$ cat src/rtl/rnm_div.sv
// ----------------------------------------------------------------------------
// rnm_div
// Signed by unsigned restoring divider, one quotient bit per cycle,
// quotient truncated toward zero.
// ----------------------------------------------------------------------------
`default_nettype none

module rnm_div #(
	parameter int NUM_W = 41,
	parameter int DEN_W = 11
) (
	input  wire logic                    clk,
	input  wire logic                    arst_n,
	input  wire logic                    start,
	input  wire logic signed [NUM_W-1:0] num,
	input  wire logic        [DEN_W-1:0] den,
	output logic                         done,
	output logic signed      [NUM_W-1:0] quo
);

	localparam int CW = $clog2(NUM_W + 1);

	logic             busy_q;
	logic             done_q;
	logic [CW-1:0]    cnt_q;
	logic [DEN_W:0]   rem_q;
	logic [NUM_W-1:0] quo_q;
	logic [DEN_W-1:0] den_q;
	logic             neg_q;

	logic [DEN_W:0]   rem_sh;
	logic             ge;
	logic [DEN_W:0]   rem_nx;
	logic [NUM_W-1:0] mag;

	always_comb begin
		rem_sh = {rem_q[DEN_W-1:0], quo_q[NUM_W-1]};
		ge     = rem_sh >= {1'b0, den_q};
		rem_nx = ge ? rem_sh - {1'b0, den_q} : rem_sh;
		mag    = num[NUM_W-1] ? NUM_W'(-num) : NUM_W'(num);
	end

	always_ff @(posedge clk or negedge arst_n) begin
		if (!arst_n) begin
			busy_q <= 1'b0;
			done_q <= 1'b0;
			cnt_q  <= '0;
		end else begin
			done_q <= 1'b0;
			if (start) begin
				busy_q <= 1'b1;
				cnt_q  <= CW'(NUM_W);
			end else if (busy_q) begin
				cnt_q <= cnt_q - CW'(1);
				if (cnt_q == CW'(1)) begin
					busy_q <= 1'b0;
					done_q <= 1'b1;
				end
			end
		end
	end

	// dividend bits shift out of the top while quotient bits shift in below
	always_ff @(posedge clk) begin
		if (start) begin
			quo_q <= mag;
			rem_q <= '0;
			den_q <= den;
			neg_q <= num[NUM_W-1];
		end else if (busy_q) begin
			quo_q <= {quo_q[NUM_W-2:0], ge};
			rem_q <= rem_nx;
		end
	end

	assign done = done_q;
	assign quo  = neg_q ? -$signed(quo_q) : $signed(quo_q);

endmodule

`default_nettype wire

$ cat config.mk
export PLATFORM = sky130hd
export DESIGN_NAME = rnm_div
export DESIGN_NICKNAME = d
export VERILOG_FILES = /design/src/rtl/rnm_div.sv
export SDC_FILE = /design/constraint.sdc
export NUM_CORES = 1
export LEC_CHECK = 0
export ABC_CLOCK_PERIOD_IN_PS = 3100
export BUFFER_PORTS_ARGS = -buffer_cell sky130_fd_sc_hd__buf_2
export CORE_MARGIN = 5
export CORE_UTILIZATION = 50
export DETAILED_ROUTE_END_ITERATION = 8
export MAX_ROUTING_LAYER = met4
export PLACE_DENSITY = 0.77
export SLEW_MARGIN = 20
export SYNTH_ARGS = -nofsm -noshare
export SYNTH_HDL_FRONTEND = slang
export SYNTH_SLANG_ARGS = --single-unit
$ cat constraint.sdc
create_clock -name clk -period 3.1 [get_ports clk]
set_clock_uncertainty 0.15 [all_clocks]
set_input_delay 0 -clock clk [delete_from_list [all_inputs] [get_ports clk]]
set_output_delay 0 -clock clk [all_outputs]
set_load 0.01 [all_outputs]
==> results of run 1 <==
[flip-flops by register name, indices dropped and copies added, names as in the netlist]
| register | cells |
|---|---|
| den_q | 11 |
| quo_q | 41 |
| busy_q | 1 |
| cnt_q | 6 |
| rem_q | 11 |
| done | 1 |
| neg_q | 1 |
[layer usage]
layer / vias to the layer above / routed length (µm) / GRT usage, %
met5: - / 0 / -
met4: 0 / 228 / 6.57
met3: 23 / 846 / 4.37
met2: 172 / 6190 / 34.1
met1: 2205 / 5680 / 28.4
li1: 2309 / - / -
[layout by cell type, fill, tap and decap left out, types with 5 or more instances in the layout]
cell / count
dfrtp_1: 8
or3_1: 5
dlygate4sd3_1: 52
a211oi_1: 9
o41ai_1: 11
o21ai_0: 36
xnor2_1: 49
mux2i_1: 7
or4_1: 6
xor2_1: 37
nor2_1: 68
nand3_1: 6
ha_1: 15
nand2_1: 35
o31ai_1: 21
a21oi_1: 44
edfxtp_1: 53
nand2b_1: 11
inv_1: 21
buf_4: 14
nor3_1: 11
buf_2: 95
clkbuf_8: 10
dfxtp_1: 11
[logic make-up (layout without fill, tap and decap cells)]
family                     count (synthesis)  in the layout  synth area share (%)
buffers and inverters                     48            198                  3.85
muxes                                      9              9                  1.89
adders and majority gates                 16             16                  4.07
DFF                                       72             72                  39.4
AOI/OAI and AO/OA                        142            142                  17.9
and+or+nand+nor                          183            183                  18.2
xor gates and xnor gates                  86             86                  14.7
[worst max path at each step]
stage                             start                endpoint  slack, ns  cells past startpoint
floorplan           quo_q[40]$_DFFE_PP_  rem_q[10]$_SDFFE_PP0P_       0.42                     10
global placement    quo_q[13]$_DFFE_PP_                 quo[40]       0.40                      7
detailed placement  quo_q[13]$_DFFE_PP_                 quo[40]       0.32                      7
CTS                 quo_q[23]$_DFFE_PP_                 quo[35]      0.004                      7
global route                     num[3]     quo_q[35]$_DFFE_PP_       0.01                      8
finish                           num[3]     quo_q[35]$_DFFE_PP_       0.16                      8
[where the power goes]
group	switching [mW]	internal (mW)
logic	0.662	0.615
clock network	0.356	0.310
registers	0.153	1.20
[area by class of cell]
type                    count  area (µm²)  share of cell area (%)
clock buffers              11         141                    2.19
clock inverters             5        31.3                   0.484
inverters                  21        78.8                    1.22
multi-input cells         436        2920                    45.3
flip-flops and latches     72        2010                    31.2
well taps                 136         170                    2.63
repair buffers            161        1100                    17.0
[worst max-delay path, stage by stage]
cell,delay [ns]
dlygate4sd3_1,0.54
buf_2,0.15
nor4_2,0.44
nand4_1,0.29
or4_1,0.74
o41ai_1,0.42
xor2_1,0.18
a21oi_1,0.09
[repair_timing]
action,4_1_cts,5_1_grt
setup endpoints to repair,1,11
hold buffers,52,0
resized for setup,1,3
buffers inserted,0,1
pin swaps,0,1
hold endpoints to repair,58,0
[metrics by stage]
step | setup WS (ns) | power (mW) | instances | util (%)
final | 0.163 | 3.30 | 842 | 63.7
after global routing | 0.0101 | 3.51 | 842 | 63.7
after CTS | 0.00393 | 3.29 | 841 | 63.5
after detailed placement | 0.319 | 2.58 | 773 | 56.6
after global placement | 0.397 | 2.55 | 773 | 56.6
after floorplan | 0.415 | 2.18 | 556 | -
==> out/qor.txt, run 1 <==
Worst-Margin Slew: 0.735 ns
Number of max-slew violations in the final report: 0
Yosys warns: 0
Final hold vios: 0
Worst Setup End Kind: flop
Hold Path Origin: start
Hold Path End: cnt_q[4]$_DFFE_PN0P_
Row cnt: 37
CTS buffer count: 9
Min cycle time layout: 2.94 ns
Seq/Total Area, Yosys: 39.4%
FF-to-FF End: rem_q[0]$_SDFFE_PP0P_
Post-DRT Antenna Nets: 0
Area Overhead vs Synth: 26.4%
Syn Inst Count: 556
Cell area after synthesis: 0.00511 mm²
CTS tree: yes
Pin count of the biggest net entering global routing: 66
EDFF count, synth: 53
CP Data Required Time: 3.01 ns
H-tree levels: 3
First-pass GRT wire length: 21900 µm
WL final: 12900 µm
Starting Density: 50.4%
Clk pin slew, worst setup/hold paths: 0.08 ns
Total global routing track utilization: 21.7%
WHS: 0.0510 ns
Die H: 111 µm
VDD IR-drop max: 0.388 mV
CTS root buf: clkbuf_8
Drt first pass iters: 5
Syn nets: 627
Die width: 111 µm
DRC viols: 0
Post-DP HPWL: 8990 µm
Crit path DAT: 2.85 ns
Global route overflow: 0
CP max FO: 7
FF+latch count, synth: 72
Final instance area: 0.00646 mm²
Register-to-register path setup slack: 0.30 ns
Io pins: 97
Port buffer count: 96
Placed cell areas: 0.00573 mm²
Status: complete, no violations
Top cells by area, synth: edfxtp_1 (31%), xnor2_1 (8.4%), xor2_1 (6.3%)
Top cells by count, synth: nor2_1 (68), edfxtp_1 (53), xnor2_1 (49)
Fillers: 816
Hold path depth: 2
Worst hold path class: in -> reg
Worst r2r src: den_q[9]$_DFFE_PP_
Fin crit share: 94.7%
Crit path kind: in -> reg
Max transition margin: 51.0%
Max clock buf depth: 2
Top FF cell, synth: edfxtp_1
Async SR Flop Fraction: 11.1%
Most numerous cell in the Yosys netlist: nor2_1
Final setup viols: 0
CTS Sinks: 72
Setup_tns: 0 ns
Maxcap violations: 0
Synth top area share: 31.2%
Worst-skew pair later-pin latency: 0.34 ns
Avg Inst Size Synth: 9.19 µm²
Area of the core: 0.0101 mm²
Via/cell ratio: 5.59
NumNets Final: 772
Unrepaired setup endpoints after global routing: no
Diode count: 0
Share of layout cells above drive strength 1: 20.5%
Cell taking the most area after synthesis: edfxtp_1
Die Area: 0.0123 mm²
Routed WL per cell: 15.4 µm
R2R depth: 10
Gpl congestion: 0.902
Vias in the first global route: 4712
Startpoint types: primary input
Antenna violations before repair: 0
Fmax achieved: 0.340 GHz
Yosys cell types: 55
DRT iter0 DRCs: 342
Via count: 4709
PD cells: 510 mW/mm²
Pleak: 2.54 nW
Power figures use the tool's default switching activity.
==> run 2: changes to the inputs <==
--- a/config.mk
+++ b/config.mk
@@ -11,7 +11,7 @@
 export CORE_UTILIZATION = 50
 export DETAILED_ROUTE_END_ITERATION = 8
 export MAX_ROUTING_LAYER = met4
-export PLACE_DENSITY = 0.77
+export PLACE_DENSITY = 0.83
 export SLEW_MARGIN = 20
 export SYNTH_ARGS = -nofsm -noshare
 export SYNTH_HDL_FRONTEND = slang
==> run 2 against run 1 <==
Routed wire length is 1.7% higher. Largest cell class unchanged. Critical path depth unchanged. Cell area shrank 0.21%. Critical endpoint is now quo[35].
==> out/qor.txt, run 2 (synthesized netlist as in run 1, its figures left out) <==
Final hold vios: 0
VDD IR-drop max: 0.415 mV
Status: complete, no violations
Final setup viols: 0
Non-filler instance count after layout: 841
Min cycle time layout: 2.97 ns
Max transition margin: 51.2%
Worst Setup End Kind: primary output
Fmax achieved: 0.337 GHz
Fin crit share: 95.8%
Pint: 2.15 mW
Pleak: 2.55 nW
Clk pin slew, worst setup/hold paths: 0.08 ns
Diode count: 0
Io pins: 97
Logic gate share of total power: 38.7%
Global route overflow: 0
Port buffer count: 96
Worst-skew pair later-pin latency: 0.35 ns
Starting Density: 50.4%
Total global routing track utilization: 22.0%
Worst-Margin Slew: 0.731 ns
WL final: 13200 µm
DRC viols: 0
Reg power frac: 40.6%
Post-DP HPWL: 9180 µm
Row cnt: 37
Multi-input gate area: 0.00291 mm²
Pin count of the biggest net entering global routing: 72
Commonest non-fill, non-tap cell in the layout: buf_2
Register area: 0.00201 mm²
Sw Ratio: 35.3%
H-tree levels: 3
Startpoint types: flop
Crit path kind: reg -> out
Via count: 4741
Worst hold path class: in -> reg
Die Area: 0.0123 mm²
Final Core Density: 63.6%
PnR Total Power: 3.33 mW
Fillers: 806
Vias in the first global route: 4664
PD cells: 516 mW/mm²
CTS Sinks: 72
Number of max-slew violations in the final report: 0
CTS tree: yes
Crit path DAT: 2.82 ns
Net switching power: 1.18 mW
First-pass GRT wire length: 22100 µm
Commonest non-fill, non-tap cells in the layout: buf_2 (95), nor2_1 (68), edfxtp_1 (53), dlygate4sd3_1 (53), xnor2_1 (49)
Die width: 111 µm
Share of layout cells above drive strength 1: 19.7%
WHS: 0.0119 ns
Antenna violations before repair: 0
Gpl congestion: 0.886
Most flops, register: quo_q
CTS root buf: clkbuf_8
Die H: 111 µm
Inst Count DP: 771
DRT iter0 DRCs: 357
Maxcap violations: 0
Via/cell ratio: 5.64
CP max FO: 5
Drt first pass iters: 5
Largest registers: quo_q (41), den_q (11), rem_q (11)
Area of the core: 0.0101 mm²
CP Data Required Time: 2.95 ns
Area Overhead vs Synth: 26.2%
Clock network power share: 20.7%
CTS buffer count: 9
NumNets Final: 771
Max clock buf depth: 2
Max reg flops: 41
Post-DRT Antenna Nets: 0
Routed WL per cell: 15.7 µm
run 2: through the flow:
stage | setup slack (ns) | cell area [µm²] | setup TNS, ns
global placement | 0.466 | 5720 | 0
global route | -0.0362 | 6440 | -0.0775
CTS | 0.0157 | 6420 | 0
floorplan | 0.415 | 5110 | 0
finish | 0.131 | 6440 | 0
detailed placement | 0.361 | 5720 | 0
run 2: path summary, 6_finish.rpt:
| path | end | slack, ns | startpoint | depth (start not counted) |
|---|---|---|---|---|
| min in group asynchronous | cnt_q[4]$_DFFE_PN0P_ | 0.46 | arst_n | 3 |
| max in group asynchronous | cnt_q[0]$_DFFE_PN0P_ | 2.07 | arst_n | 3 |
| hold reg to reg | rem_q[10]$_SDFFE_PP0P_ | 0.35 | rem_q[10]$_SDFFE_PP0P_ | 2 |
| hold / removal | quo_q[15]$_DFFE_PP_ | 0.01 | num[15] | 3 |
| setup / recovery | quo[35] | 0.13 | quo_q[23]$_DFFE_PP_ | 8 |
| setup reg to reg | rem_q[0]$_SDFFE_PP0P_ | 0.38 | quo_q[40]$_DFFE_PP_ | 10 |
run 2: power by group through the flow:
stage | Sequential (mW) | Combinational (mW) | Clock, mW
2_1_floorplan | 1.32 | 0.860 | 0
3_3_place_gp | 1.36 | 1.18 | 0
3_5_place_dp | 1.37 | 1.22 | 0
4_1_cts | 1.35 | 1.29 | 0.698
5_1_grt | 1.37 | 1.43 | 0.740
6_report | 1.35 | 1.29 | 0.689
run 2: final cells by class:
| type | instances | share of cell area [%] |
|---|---|---|
| clock buffer | 13 | 2.48 |
| tap | 136 | 2.64 |
| timing repair buffer | 160 | 17.0 |
| inverter | 21 | 1.22 |
| multi-input combinational | 436 | 45.2 |
| clock inverter | 3 | 0.233 |
| sequential | 72 | 31.2 |
run 2: repair_timing:
action / 4_1_cts / 5_1_grt
endpoints found under the setup margin: 0 / 7
hold endpoints to repair: 72 / 0
setup buffers: 0 / 1
resized for setup: 0 / 2
hold buffers: 53 / 0
run 2: routing by layer:
metal	routed length (µm)	vias to the layer above	GRT usage [%]
li1	-	2301	-
met1	5490	2232	27.2
met2	6500	181	36.2
met3	911	27	5.35
met4	261	0	6.08
met5	0	-	-
run 2: critical path: stages, from the launching register on:
cell	delay (ns)
edfxtp_1	0.46
or4_1	0.62
nor4_1	0.36
nand4_1	0.14
buf_4	0.18
nand2b_1	0.16
o31ai_1	0.26
xnor2_1	0.15
buf_2	0.14
